**config.mk**
```make
export PLATFORM = sky130hd
export DESIGN_NAME = ps2_mouse_packet_cursor_flat
export DESIGN_NICKNAME = d
export VERILOG_FILES = /design/src/hdl/pmpc_pkg.sv /design/src/hdl/pmpc_byte_if.sv /design/src/hdl/pmpc_cursor_if.sv /design/src/hdl/ps2_mouse_packet_cursor.sv /design/src/flat_wrapper.sv
export VERILOG_INCLUDE_DIRS = /design/src /design/src/hdl
export SDC_FILE = /design/constraint.sdc
export NUM_CORES = 1
export LEC_CHECK = 0
export ABC_CLOCK_PERIOD_IN_PS = 10810
export BUFFER_PORTS_ARGS = -buffer_cell sky130_fd_sc_hd__buf_2
export CORE_ASPECT_RATIO = 1.1
export CORE_MARGIN = 2
export CORE_UTILIZATION = 50
export DETAILED_ROUTE_END_ITERATION = 10
export PLACE_DENSITY_LB_ADDON = 0.08
export SETUP_SLACK_MARGIN = 0.15
export SLEW_MARGIN = 20
export SYNTH_ARGS = -nofsm -noshare
export SYNTH_HDL_FRONTEND = slang
export SYNTH_SLANG_ARGS = --single-unit
```
**constraint.sdc**
```tcl
create_clock -name clk_i -period 10.81 [get_ports clk_i]
set_input_delay 0.5405 -clock clk_i [delete_from_list [all_inputs] [get_ports clk_i]]
set_output_delay 0.5405 -clock clk_i [all_outputs]
set_load 0.02 [all_outputs]
```
**src/hdl/ps2_mouse_packet_cursor_assert.svh**
```systemverilog
// Assertion macros for the PS/2 mouse packet cursor block.
// Each macro expects clk_i and rst_ni to be visible where it is used.
`ifndef PS2_MOUSE_PACKET_CURSOR_ASSERT_SVH
`define PS2_MOUSE_PACKET_CURSOR_ASSERT_SVH

// The consequent must hold in the same cycle as the antecedent.
`define PMPC_ASSERT_SAME(lbl, ante, cons) \
  lbl: assert property (@(posedge clk_i) disable iff (!rst_ni) (ante) |-> (cons)) \
    else $error("pmpc: same-cycle check failed");

// The consequent must hold in the cycle after the antecedent.
`define PMPC_ASSERT_NEXT(lbl, ante, cons) \
  lbl: assert property (@(posedge clk_i) disable iff (!rst_ni) (ante) |=> (cons)) \
    else $error("pmpc: next-cycle check failed");

`endif

```
**src/hdl/pmpc_pkg.sv**
```systemverilog
package pmpc_pkg;

  localparam int unsigned POS_BITS_DEF = 12;
  localparam int unsigned STEP_W       = 8;
  localparam int unsigned LIMIT_W      = 12;
  localparam int unsigned MOVE_W       = 9;
  localparam int unsigned BYTE_W       = 8;
  localparam int unsigned ADDR_W       = 4;
  localparam int unsigned DATA_W       = 32;

  // Status byte bit positions.
  localparam int unsigned BIT_OVF_Y = 7;
  localparam int unsigned BIT_OVF_X = 6;
  localparam int unsigned BIT_NEG_Y = 5;
  localparam int unsigned BIT_NEG_X = 4;
  localparam int unsigned BIT_SYNC  = 3;
  localparam int unsigned BIT_MID   = 2;
  localparam int unsigned BIT_RIGHT = 1;
  localparam int unsigned BIT_LEFT  = 0;

  localparam logic [STEP_W-1:0]  MOVE_STEP_RST = 8'd1;
  localparam logic [LIMIT_W-1:0] X_LIMIT_RST   = 12'd1016;
  localparam logic [LIMIT_W-1:0] Y_LIMIT_RST   = 12'd752;

  typedef enum logic [1:0] {
    REG_MOVE_STEP = 2'd0,
    REG_X_LIMIT   = 2'd1,
    REG_Y_LIMIT   = 2'd2
  } reg_idx_e;

  typedef enum logic [1:0] {
    IDX_STATUS = 2'd0,
    IDX_XBYTE  = 2'd1,
    IDX_YBYTE  = 2'd2
  } byte_idx_e;

endpackage

```
**src/hdl/pmpc_byte_if.sv**
```systemverilog
interface pmpc_byte_if;
  import pmpc_pkg::*;

  logic              valid;
  logic              ready;
  logic [BYTE_W-1:0] data_byte;

  modport source (output valid, output data_byte, input ready);
  modport sink   (input valid, input data_byte, output ready);
endinterface

```
**src/hdl/pmpc_cursor_if.sv**
```systemverilog
interface pmpc_cursor_if #(
  parameter int unsigned POS_BITS = pmpc_pkg::POS_BITS_DEF
);
  import pmpc_pkg::*;

  logic                     valid;
  logic                     ready;
  logic [POS_BITS-1:0]      pos_x;
  logic [POS_BITS-1:0]      pos_y;
  logic signed [MOVE_W-1:0] move_x;
  logic signed [MOVE_W-1:0] move_y;
  logic                     left_button;
  logic                     right_button;
  logic                     middle_button;
  logic                     dropped;

  modport source (
    output valid, output pos_x, output pos_y, output move_x, output move_y,
    output left_button, output right_button, output middle_button, output dropped,
    input ready
  );
  modport sink (
    input valid, input pos_x, input pos_y, input move_x, input move_y,
    input left_button, input right_button, input middle_button, input dropped,
    output ready
  );
endinterface

```
**src/hdl/ps2_mouse_packet_cursor.sv**
```systemverilog
// PS/2 mouse packet decoder with a clamped pointer position.
// byte_i carries one mouse byte per word. A status byte starts a packet only when
// its always-one bit is set; it is followed by the X and Y movement bytes. The third
// byte of a packet produces one word on cursor_o: position, last moves, buttons
// and a dropped flag for packets with an overflow bit (those leave the state as
// it was). Status and X bytes produce nothing.
// Latency: the result word is valid in the cycle after the third byte is taken.
// Throughput: one byte per cycle; the decode is a single add and clamp per axis
// from the held status and X bytes and the live Y byte to the result register.
// When cursor_o stalls, status and X bytes are still taken; a Y byte waits only
// while the result register holds a word that is not being taken that cycle.
// Reset clears the packet position, cursor, moves and buttons and loads the
// register defaults (step 1, x limit 1016, y limit 752); the output is empty.
// The APB port (psel, penable, pwrite, paddr, pwdata, prdata, pready) holds
// move_step at 0x0, x_limit at 0x4 and y_limit at 0x8; pready is always high.
module ps2_mouse_packet_cursor #(
  parameter int unsigned POS_BITS = pmpc_pkg::POS_BITS_DEF
) (
  input  logic                         clk_i,
  input  logic                         rst_ni,
  pmpc_byte_if.sink                    byte_i,
  pmpc_cursor_if.source                cursor_o,
  input  logic                         psel,
  input  logic                         penable,
  input  logic                         pwrite,
  input  logic [pmpc_pkg::ADDR_W-1:0]  paddr,
  input  logic [pmpc_pkg::DATA_W-1:0]  pwdata,
  output logic [pmpc_pkg::DATA_W-1:0]  prdata,
  output logic                         pready
);
  import pmpc_pkg::*;

  localparam int unsigned LX = (POS_BITS > LIMIT_W) ? POS_BITS : LIMIT_W;
  localparam int unsigned SW = POS_BITS + 2;

  // Configuration registers.
  logic [STEP_W-1:0]  move_step_q;
  logic [LIMIT_W-1:0] x_limit_q, y_limit_q;

  // Packet and pointer state.
  logic [1:0]               idx_q, idx_d;
  logic [BYTE_W-1:0]        stat_q, xb_q;
  logic [POS_BITS-1:0]      cur_x_q, cur_x_d, cur_y_q, cur_y_d;
  logic signed [MOVE_W-1:0] mv_x_q, mv_x_d, mv_y_q, mv_y_d;
  logic [2:0]               btn_q, btn_d;

  // Result register.
  logic                     out_valid_q, out_valid_d;
  logic [POS_BITS-1:0]      out_x_q, out_y_q;
  logic signed [MOVE_W-1:0] out_mv_x_q, out_mv_y_q;
  logic [2:0]               out_btn_q;
  logic                     out_drop_q;

  logic                in_fire, last_byte, ovf, cfg_wr;
  logic [POS_BITS-1:0] hi_x, hi_y, ax_x, ax_y;
  logic signed [MOVE_W-1:0] am_x, am_y;

  function automatic logic [POS_BITS-1:0] eff_limit(input logic [LIMIT_W-1:0] lim);
    logic [LX-1:0] lim_ext;
    logic [LX-1:0] pmax;
    lim_ext = LX'(lim);
    pmax    = LX'({POS_BITS{1'b1}});
    return (lim_ext > pmax) ? pmax[POS_BITS-1:0] : lim_ext[POS_BITS-1:0];
  endfunction

  // One axis: optional step up or down, then clamp to 0..hi.
  function automatic void axis_update(
    input  logic [POS_BITS-1:0]      pos,
    input  logic signed [MOVE_W-1:0] mv,
    input  logic                     inc,
    input  logic                     dec,
    input  logic [STEP_W-1:0]        step,
    input  logic [POS_BITS-1:0]      hi,
    output logic [POS_BITS-1:0]      pos_n,
    output logic signed [MOVE_W-1:0] mv_n
  );
    logic signed [SW-1:0] sum;
    logic signed [SW-1:0] step_s;
    step_s = signed'(SW'(step));
    sum    = signed'({2'b00, pos});
    mv_n   = mv;
    if (dec) begin
      sum  = sum - step_s;
      mv_n = -signed'({1'b0, step});
    end else if (inc) begin
      sum  = sum + step_s;
      mv_n = signed'({1'b0, step});
    end
    if (sum < 0) begin
      pos_n = '0;
      mv_n  = '0;
    end else if (sum > signed'({2'b00, hi})) begin
      pos_n = hi;
      mv_n  = '0;
    end else begin
      pos_n = sum[POS_BITS-1:0];
    end
  endfunction

  // The index never reaches three; if it did, it would act as the Y byte.
  assign last_byte    = idx_q[1];
  assign byte_i.ready = !last_byte || !out_valid_q || cursor_o.ready;
  assign in_fire      = byte_i.valid && byte_i.ready;
  assign ovf          = stat_q[BIT_OVF_X] || stat_q[BIT_OVF_Y];

  assign hi_x = eff_limit(x_limit_q);
  assign hi_y = eff_limit(y_limit_q);

  always_comb begin
    axis_update(cur_x_q, mv_x_q, !stat_q[BIT_NEG_X] && (xb_q != '0), stat_q[BIT_NEG_X],
                move_step_q, hi_x, ax_x, am_x);
    // Screen y grows downwards, so the mouse's sign is inverted.
    axis_update(cur_y_q, mv_y_q, stat_q[BIT_NEG_Y],
                !stat_q[BIT_NEG_Y] && (byte_i.data_byte != '0),
                move_step_q, hi_y, ax_y, am_y);
  end

  always_comb begin
    idx_d   = idx_q;
    cur_x_d = cur_x_q;
    cur_y_d = cur_y_q;
    mv_x_d  = mv_x_q;
    mv_y_d  = mv_y_q;
    btn_d   = btn_q;
    if (in_fire) begin
      priority if (last_byte) begin
        idx_d = IDX_STATUS;
        if (!ovf) begin
          cur_x_d = ax_x;
          cur_y_d = ax_y;
          mv_x_d  = am_x;
          mv_y_d  = am_y;
          btn_d   = stat_q[BIT_MID:BIT_LEFT];
        end
      end else if (idx_q == IDX_XBYTE) begin
        idx_d = IDX_YBYTE;
      end else if (byte_i.data_byte[BIT_SYNC]) begin
        idx_d = IDX_XBYTE;
      end else begin
        // A status byte without the always-one bit is thrown away.
        idx_d = IDX_STATUS;
      end
    end
  end

  always_comb begin
    out_valid_d = out_valid_q;
    if (in_fire && last_byte) begin
      out_valid_d = 1'b1;
    end else if (cursor_o.ready) begin
      out_valid_d = 1'b0;
    end
  end

  always_ff @(posedge clk_i or negedge rst_ni) begin
    if (!rst_ni) begin
      idx_q       <= IDX_STATUS;
      cur_x_q     <= '0;
      cur_y_q     <= '0;
      mv_x_q      <= '0;
      mv_y_q      <= '0;
      btn_q       <= '0;
      out_valid_q <= 1'b0;
    end else begin
      idx_q       <= idx_d;
      cur_x_q     <= cur_x_d;
      cur_y_q     <= cur_y_d;
      mv_x_q      <= mv_x_d;
      mv_y_q      <= mv_y_d;
      btn_q       <= btn_d;
      out_valid_q <= out_valid_d;
    end
  end

  always_ff @(posedge clk_i) begin
    if (in_fire && (idx_q == IDX_STATUS)) begin
      stat_q <= byte_i.data_byte;
    end
    if (in_fire && (idx_q == IDX_XBYTE)) begin
      xb_q <= byte_i.data_byte;
    end
    if (in_fire && last_byte) begin
      out_x_q    <= cur_x_d;
      out_y_q    <= cur_y_d;
      out_mv_x_q <= mv_x_d;
      out_mv_y_q <= mv_y_d;
      out_btn_q  <= btn_d;
      out_drop_q <= ovf;
    end
  end

  assign cursor_o.valid         = out_valid_q;
  assign cursor_o.pos_x         = out_x_q;
  assign cursor_o.pos_y         = out_y_q;
  assign cursor_o.move_x        = out_mv_x_q;
  assign cursor_o.move_y        = out_mv_y_q;
  assign cursor_o.left_button   = out_btn_q[BIT_LEFT];
  assign cursor_o.right_button  = out_btn_q[BIT_RIGHT];
  assign cursor_o.middle_button = out_btn_q[BIT_MID];
  assign cursor_o.dropped       = out_drop_q;

  // Register port.
  assign pready = 1'b1;
  assign cfg_wr = psel && penable && pwrite;

  always_ff @(posedge clk_i or negedge rst_ni) begin
    if (!rst_ni) begin
      move_step_q <= MOVE_STEP_RST;
      x_limit_q   <= X_LIMIT_RST;
      y_limit_q   <= Y_LIMIT_RST;
    end else if (cfg_wr) begin
      unique case (paddr[3:2])
        REG_MOVE_STEP: move_step_q <= pwdata[STEP_W-1:0];
        REG_X_LIMIT:   x_limit_q   <= pwdata[LIMIT_W-1:0];
        REG_Y_LIMIT:   y_limit_q   <= pwdata[LIMIT_W-1:0];
        default: ;
      endcase
    end
  end

  always_comb begin
    unique case (paddr[3:2])
      REG_MOVE_STEP: prdata = DATA_W'(move_step_q);
      REG_X_LIMIT:   prdata = DATA_W'(x_limit_q);
      REG_Y_LIMIT:   prdata = DATA_W'(y_limit_q);
      default:       prdata = '0;
    endcase
  end

  `include "ps2_mouse_packet_cursor_assert.svh"

  `PMPC_ASSERT_NEXT(a_result_follows_y_byte, in_fire && last_byte, out_valid_q)
  `PMPC_ASSERT_NEXT(a_dropped_keeps_cursor, in_fire && last_byte && ovf,
                    (cur_x_q == $past(cur_x_q)) && (cur_y_q == $past(cur_y_q)))
  `PMPC_ASSERT_NEXT(a_cursor_within_limit, in_fire && last_byte && !ovf,
                    (cur_x_q <= $past(hi_x)) && (cur_y_q <= $past(hi_y)))
  `PMPC_ASSERT_SAME(a_stall_only_on_y_byte, !byte_i.ready,
                    last_byte && out_valid_q && !cursor_o.ready)

endmodule

```
**src/flat_wrapper.sv**
```systemverilog
// flat-port wrapper written by rule: the top's interface ports become plain ports
module ps2_mouse_packet_cursor_flat import pmpc_pkg::*;
#(
  parameter int unsigned POS_BITS = pmpc_pkg::POS_BITS_DEF
)
  (clk_i, rst_ni, psel, penable, pwrite, paddr, pwdata, prdata, pready, byte_i_valid, byte_i_data_byte, byte_i_ready, cursor_o_valid, cursor_o_pos_x, cursor_o_pos_y, cursor_o_move_x, cursor_o_move_y, cursor_o_left_button, cursor_o_right_button, cursor_o_middle_button, cursor_o_dropped, cursor_o_ready);
  pmpc_byte_if byte_i_i ();
  pmpc_cursor_if #(.POS_BITS(POS_BITS)) cursor_o_i ();
  input  logic clk_i;
  input  logic rst_ni;
  input  logic psel;
  input  logic penable;
  input  logic pwrite;
  input  logic [pmpc_pkg::ADDR_W-1:0] paddr;
  input  logic [pmpc_pkg::DATA_W-1:0] pwdata;
  output logic [pmpc_pkg::DATA_W-1:0] prdata;
  output logic pready;
  input wire logic [$bits(byte_i_i.valid)-1:0] byte_i_valid;
  input wire logic [$bits(byte_i_i.data_byte)-1:0] byte_i_data_byte;
  output wire logic [$bits(byte_i_i.ready)-1:0] byte_i_ready;
  output wire logic [$bits(cursor_o_i.valid)-1:0] cursor_o_valid;
  output wire logic [$bits(cursor_o_i.pos_x)-1:0] cursor_o_pos_x;
  output wire logic [$bits(cursor_o_i.pos_y)-1:0] cursor_o_pos_y;
  output wire logic [$bits(cursor_o_i.move_x)-1:0] cursor_o_move_x;
  output wire logic [$bits(cursor_o_i.move_y)-1:0] cursor_o_move_y;
  output wire logic [$bits(cursor_o_i.left_button)-1:0] cursor_o_left_button;
  output wire logic [$bits(cursor_o_i.right_button)-1:0] cursor_o_right_button;
  output wire logic [$bits(cursor_o_i.middle_button)-1:0] cursor_o_middle_button;
  output wire logic [$bits(cursor_o_i.dropped)-1:0] cursor_o_dropped;
  input wire logic [$bits(cursor_o_i.ready)-1:0] cursor_o_ready;
  assign byte_i_i.valid = byte_i_valid;
  assign byte_i_i.data_byte = byte_i_data_byte;
  assign byte_i_ready = byte_i_i.ready;
  assign cursor_o_valid = cursor_o_i.valid;
  assign cursor_o_pos_x = cursor_o_i.pos_x;
  assign cursor_o_pos_y = cursor_o_i.pos_y;
  assign cursor_o_move_x = cursor_o_i.move_x;
  assign cursor_o_move_y = cursor_o_i.move_y;
  assign cursor_o_left_button = cursor_o_i.left_button;
  assign cursor_o_right_button = cursor_o_i.right_button;
  assign cursor_o_middle_button = cursor_o_i.middle_button;
  assign cursor_o_dropped = cursor_o_i.dropped;
  assign cursor_o_i.ready = cursor_o_ready;
  ps2_mouse_packet_cursor #(.POS_BITS(POS_BITS)) u_core (.clk_i(clk_i), .rst_ni(rst_ni), .byte_i(byte_i_i), .cursor_o(cursor_o_i), .psel(psel), .penable(penable), .pwrite(pwrite), .paddr(paddr), .pwdata(pwdata), .prdata(prdata), .pready(pready));
endmodule
```
Yosys cells after proc, flatten, opt, wreduce, memory -nomap -nowiden
Cells that the tools add are included.

Register bits: 142. Bits of input ports: 51. Output and inout port bits: 81. Logic and storage cells: 94.

Add/sub/neg operators: 5. Order comparisons: 6. Equality and inequality tests: 3. Mux-type cells: 39. Reduce and logical (&&, ||, !) cells: 23.

Operator list (number): 2-to-1 mux 12 bit (12); 2-to-1 mux 9 bit (14); 2-to-1 mux 14 bit (4); one-hot mux 12 bit (3 select lines) (1); greater-than comparator 14 x 13 -> 1 bit (2); < comparator 14 x 1 -> 1 bit, second input constant (2); adder 12 x 8 -> 13 bit (2); subtractor 12 x 8 -> 13 bit (2); greater-than comparator 12 bit, second input constant (2); nonzero test 8 bit (2); 2-to-1 mux 3 bit (3); negation 8 -> 9 bit (1); logical AND 1 bit (8); AND reduction 2 bit (3); == test 2 x 1 -> 1 bit, second input constant (2); logical NOT 1 bit (4); logical NOT 2 bit (2); 2-to-1 mux 2 bit (2); logical OR 1 bit (3); 2-to-1 mux 1 bit (3); == test 2 bit, second input constant (1); nonzero test 2 bit (1).

Depth between registers and ports, before layout
Depth in word-level cells: 10. Mapped depth: 23. Mapped depth without buffers: 22.

Worst setup path after synthesis
Ideal clock, no wire load.

Path type: register to register. Start: register u_core.move_step_q[0]. End: register u_core.out_x_q[11], in the netlist u_core.cursor_o.pos_x[11] (data pin). Library setup time: 0.267 ns. Arrival time: 4.064 ns. Required time: 10.543 ns. Slack: 6.479 ns. Cell stages (with the launch flop): 20. Buffers on the path: 1. Clock period less this slack: 4.331 ns. Path through: dfstp_2 -> ha_1 -> inv_1 -> fa_1 -> a21o_1 -> a21oi_1 -> o21bai_1 -> a2111oi_2 -> nor3_1 -> xnor2_1 -> ha_1 -> a2111oi_0 -> o21ai_0 -> o2111ai_1 -> a2111oi_2 -> a211oi_2 -> o31a_4 -> buf_6 -> mux2i_1 -> o22ai_1.

Longest elaborated chain between the ends: 9. Elaborated cells on any way between the ends: 11. Those cells by class: add/sub: 2; order compare: 2; mux: 7.

RTL lines: from (decl) (RTL line ps2_mouse_packet_cursor.sv:37) `logic [STEP_W-1:0] move_step_q;`; from (signal assigned) (RTL line ps2_mouse_packet_cursor.sv:213) `REG_MOVE_STEP: move_step_q <= pwdata[STEP_W-1:0];`; adder 12 x 8 -> 13 bit (RTL line ps2_mouse_packet_cursor.sv:86) `sum = sum + step_s;`; 2-to-1 mux 14 bit (RTL line ps2_mouse_packet_cursor.sv:85) `end else if (inc) begin`; 2-to-1 mux 14 bit * (RTL line ps2_mouse_packet_cursor.sv:82) `if (dec) begin`; greater-than comparator 14 x 13 -> 1 bit (RTL line ps2_mouse_packet_cursor.sv:92) `end else if (sum > signed'({2'b00, hi})) begin`; 2-to-1 mux 12 bit (RTL line ps2_mouse_packet_cursor.sv:92); 2-to-1 mux 12 bit * (RTL line ps2_mouse_packet_cursor.sv:89) `if (sum < 0) begin`; 2-to-1 mux 12 bit * (RTL line ps2_mouse_packet_cursor.sv:128) `if (!ovf) begin`; 2-to-1 mux 12 bit * (RTL line ps2_mouse_packet_cursor.sv:126) `priority if (last_byte) begin`; 2-to-1 mux 12 bit * (RTL line ps2_mouse_packet_cursor.sv:125) `if (in_fire) begin`; named net u_core.cur_x_d[11] (RTL line ps2_mouse_packet_cursor.sv:43) `logic [POS_BITS-1:0] cur_x_q, cur_x_d, cur_y_q, cur_y_d;`; to (signal assigned) (RTL line ps2_mouse_packet_cursor.sv:183) `out_x_q <= cur_x_d;`; to (decl) (RTL line ps2_mouse_packet_cursor.sv:49) `logic [POS_BITS-1:0] out_x_q, out_y_q;`.

The timed path passes the listed nets; every way through them passes the cells marked *. A chain may end at the register's enable or synchronous reset.

Worst setup path after layout
Start: register u_core.move_step_q[4]. End: register u_core.out_mv_x_q[7], in the netlist u_core.cursor_o.move_x[7] (data pin).

Longest elaborated chain between the ends: 9. Elaborated cells on any way between the ends: 13. Those cells by class: add/sub: 3; order compare: 2; mux: 8.

RTL lines: adder 12 x 8 -> 13 bit (RTL line ps2_mouse_packet_cursor.sv:86); 2-to-1 mux 14 bit (RTL line ps2_mouse_packet_cursor.sv:85); 2-to-1 mux 14 bit (RTL line ps2_mouse_packet_cursor.sv:82); greater-than comparator 14 x 13 -> 1 bit (RTL line ps2_mouse_packet_cursor.sv:92); 2-to-1 mux 9 bit (RTL line ps2_mouse_packet_cursor.sv:92); 2-to-1 mux 9 bit * (RTL line ps2_mouse_packet_cursor.sv:89); 2-to-1 mux 9 bit * (RTL line ps2_mouse_packet_cursor.sv:128); 2-to-1 mux 9 bit * (RTL line ps2_mouse_packet_cursor.sv:126); 2-to-1 mux 9 bit * (RTL line ps2_mouse_packet_cursor.sv:125); named net u_core.mv_x_d[7] (RTL line ps2_mouse_packet_cursor.sv:44) `logic signed [MOVE_W-1:0] mv_x_q, mv_x_d, mv_y_q, mv_y_d;`; to (signal assigned) (RTL line ps2_mouse_packet_cursor.sv:185) `out_mv_x_q <= mv_x_d;`; to (decl) (RTL line ps2_mouse_packet_cursor.sv:50) `logic signed [MOVE_W-1:0] out_mv_x_q, out_mv_y_q;`.

Marked as above.

==> metrics.md <==
| Metric | Value |
|---|---|
| Outcome | `completed` |
| Pwr/cell area | `around 300 nW/um^2` |
| Clock Skew | `roughly 0.0086 ns` |
| Drt drc | `0` |
| Core Rows | `50` |
| Post-cts sizing count | `0` |
| RSZ-0062 raised after global routing | `false` |
| Psw | `1.26 mW` |
| Clock sink total | `around 140` |
| Synth Area in Adders | `0.0910` |
| Sequential area share after synthesis | `0.449` |
| Average cell area after synthesis | `about 9.8 sq um` |
| Leakage | `4.31 nW` |
| Largest family of logic cells by synthesized area | `compound AO/OA/AOI/OAI gates` |
| IR Drop Worst-Case VDD | `between 0.1 and 0.15 mV` |
| Clk buf depth | `2` |
| Number of synthesized flops with an enable pin | `61` |
| Required time worst endpoint | `11.01 ns` |
| R2R setup slack | `between 5 and 6 ns` |
| Antenna violations before repair | `0` |
| Cells after synthesis | `around 880` |
| Clk network pwr share | `0.206` |
| Reg-to-Reg Start | `u_core.move_step_q[4]` |
| Switch share | `0.436` |
| Critical R2R Capture | `u_core.cursor_o.move_x[7]` |
| Share of cells above drive strength 1 | `0.182` |
| CP max FO | `11` |
| Relative slew margins | `0.281` |
| Mux share of post-synthesis cell area | `0.0452` |
| Minimum clock period | `between 5 and 6 ns` |
| Distinct cells, synth | `between 70 and 80` |
| Crit path DAT | `around 5.7 ns` |
| Placeable Area | `roughly 17,000 sq um` |
| Max cap viols | `0` |
| Yosys warns | `0` |
| XOR/XNOR Fraction of Synth Area | `0.0255` |
| Die Wd | `~130 um` |
| Flops & latches, synth | `141` |
| CTS Buf Count | `17` |
| H-tree Lvls | `4` |
| I/O pin count | `between 100 and 150` |
| Wire per inst | `about 20 um` |
| Mapped Area | `around 8600 sq um` |
| Setup WS post-layout | `roughly 5.3 ns` |
| Final nets | `about 1,100` |
| Commonest non-fill, non-tap cells in the layout | `nand2_1, buf_2, o21ai_0` |
| Gr usage total | `0.261` |
| Final-report hold violation count | `0` |
| Final setup violation count | `0` |
| Root buf cell | `clkbuf_16` |
| Reg2reg path depth | `17` |
| Commonest non-fill, non-tap cell in the layout | `nand2_1` |
| Detailed Routing Iterations Pass 1 | `5` |
| DP Worst Slack | `about 5.5 ns` |
| Final wirelength | `around 23 mm` |
| Fmax | `roughly 180 MHz` |
| Worst-path clk slew | `0.07 ns` |
| Critical path class | `reg2reg` |
| Post-Synth Simple-Gate Area | `0.128` |
| Vias per inst | `between 5 and 6` |
| First-pass GRT wire length | `approximately 36 mm` |
| Postcts setup bufs | `0` |
| CTS Hold Bufs | `0` |
| Largest net degree at the start of global routing | `53` |
| Share of flip-flops with an asynchronous set or reset | `0.567` |
| CTS tree | `yes` |
| Internal power | `1.63 mW` |
| Antenna Violating Nets Remaining | `0` |
| Worst skew pair latency | `~0.43 ns` |
| Sequential power share | `0.292` |
| Ant diodes | `0` |
| CP Capture Type | `register` |
| Slew Limit Fails | `0` |
| Tcrit/Tclk final | `0.507` |
| HPWL Detailed | `roughly 17 mm` |
| Die Area | `about 18,000 sq um` |
| GRT overflow | `0` |
| Tightest Pin Transition | `roughly 1.1 ns` |
| GP Congestion | `roughly 0.9` |
| Die height | `around 140 um` |
| Setup crit start kind | `register` |
| Via count | `a little under 7,000` |
| Ys flop type | `dfrtp_1` |
| Comb pwr share | `0.502` |
| Port buffer count | `between 80 and 90` |
| Starting Density | `0.508` |
| DR iter-0 viols | `between 400 and 500` |
| Layout area overhead | `12.7%` |
| Synth Area in Compound Gates | `0.191` |
| HP Class | `in2async` |
| Fin Setup TNS | `0 ns` |
| Vias in the first global route | `between 6,000 and 7,000` |
-- flip-flops by register name, indices dropped and copies added (netlist names) --
signal / cells
u_core.cursor_o.dropped: 1
u_core.mv_y_q: 9
u_core.out_btn_q: 3
u_core.stat_q: 7
u_core.cursor_o.pos_x: 12
u_core.cursor_o.move_x: 9
u_core.xb_q: 8
u_core.btn_q: 3
u_core.cur_x_q: 12
u_core.x_limit_q: 12
u_core.idx_q: 2
u_core.cursor_o.valid: 1
u_core.cur_y_q: 12
u_core.cursor_o.move_y: 9
u_core.move_step_q: 8
u_core.y_limit_q: 12
u_core.cursor_o.pos_y: 12
u_core.mv_x_q: 9
-- worst max-delay path, stage by stage (launching register included) --
cell and delay [ns]:
dfrtp_1 0.69, inv_1 0.31, ha_1 0.54, nor2_2 0.10, a221oi_2 0.35, a31oi_1 0.16
xor2_1 0.20, nand2_1 0.08, o211ai_1 0.11, o21ai_0 0.18, ha_1 0.38, a2111oi_0 0.36
o21ai_0 0.22, o2111ai_1 0.32, a2111oi_2 0.11, a211oi_2 0.31, o21ai_1 0.32, o41ai_1 0.52
-- worst max path at each step --
stage	from	endpoint	slack, ns	cells after the start
6_report	u_core.move_step_q[4]	u_core.cursor_o.move_x[7]	5.33	17
4_1_cts	u_core.move_step_q[4]	u_core.cursor_o.move_x[7]	5.37	17
3_5_place_dp	u_core.move_step_q[4]	u_core.cursor_o.move_x[7]	5.46	17
2_1_floorplan	u_core.move_step_q[0]	u_core.cursor_o.pos_x[11]	6.48	19
3_3_place_gp	u_core.move_step_q[4]	u_core.cursor_o.move_x[0]	5.49	18
5_1_grt	u_core.move_step_q[4]	u_core.cursor_o.move_x[7]	5.03	15
-- power by group through the flow --
stage | Sequential [mW] | Clock [mW] | Combinational, mW
final | 0.842 | 0.593 | 1.45
after global routing | 0.858 | 0.623 | 1.60
after CTS | 0.839 | 0.605 | 1.44
after detailed placement | 0.848 | 0 | 1.44
after global placement | 0.843 | 0 | 1.41
after floorplan | 0.822 | 0 | 1.11
-- cell families after synthesis --
logic type               after synthesis
AO/OA/AOI/OAI                        251
multiplexers                          37
XOR/XNOR                              25
other                                  2
flip-flops                           141
buffers and inverters                130
adder cells (fa/ha/maj)               60
AND/OR/NAND/NOR                      231
-- metal layers --
layer / GRT usage / share of wire
met1: 0.349 / 0.44
met2: 0.426 / 0.49
met3: 0.0419 / 0.040
met4: 0.102 / 0.028
met5: 0 / 0
-- layout make-up --
class | count | area [sq um]
well taps | 208 | 260
clock inverters | 15 | 170
multi-input cells | 625 | 4230
clock buffers | 17 | 425
inverters | 63 | 236
repair buffers | 96 | 503
fillers | 1529 | 7220
flip-flops and latches | 141 | 3850
-- metrics by stage --
stage	utilization	hold WS (ns)	total power [mW]	area, sq um	cells
after CTS	0.572	0.0377	2.89	9660	1165
after floorplan	-	0.245	1.93	8650	896
final	0.573	0.0331	2.88	9670	1165
after detailed placement	0.537	0.462	2.28	9070	1133
after global placement	0.537	0.445	2.26	9070	1133
after global routing	0.573	0.0517	3.08	9670	1165
-- synth_stat cells, drive strengths merged, types with 3 or more instances --
library cell,number,area share
a21oi,50,0.030
nor2,34,0.015
xnor2,17,0.017
and3,6,0.0050
dfstp,13,0.040
a21o,13,0.011
o21ai,84,0.049
mux2i,26,0.030
nor4,6,0.0079
o221ai,3,0.0031
nand2b,9,0.0066
inv,63,0.028
nor3b,3,0.0026
nand4,6,0.0044
nor3,18,0.010
fa,4,0.0093
edfxtp,61,0.21
dfrtp,67,0.20
o211ai,8,0.0070
nand2,107,0.047
o22ai,15,0.012
a211oi,9,0.0099
clkbuf,33,0.014
ha,56,0.082
a2111oi,4,0.0055
or2,4,0.0029
a22o,6,0.0061
buf,34,0.027
nand3,16,0.0093
o21bai,8,0.0070
a22oi,6,0.0052
or3,9,0.0066
a31oi,8,0.0058
nor2b,7,0.0051
o2bb2ai,3,0.0031
o31ai,8,0.0070
mux2,11,0.015
xor2,8,0.0082
(Power assumes the default switching activity.)
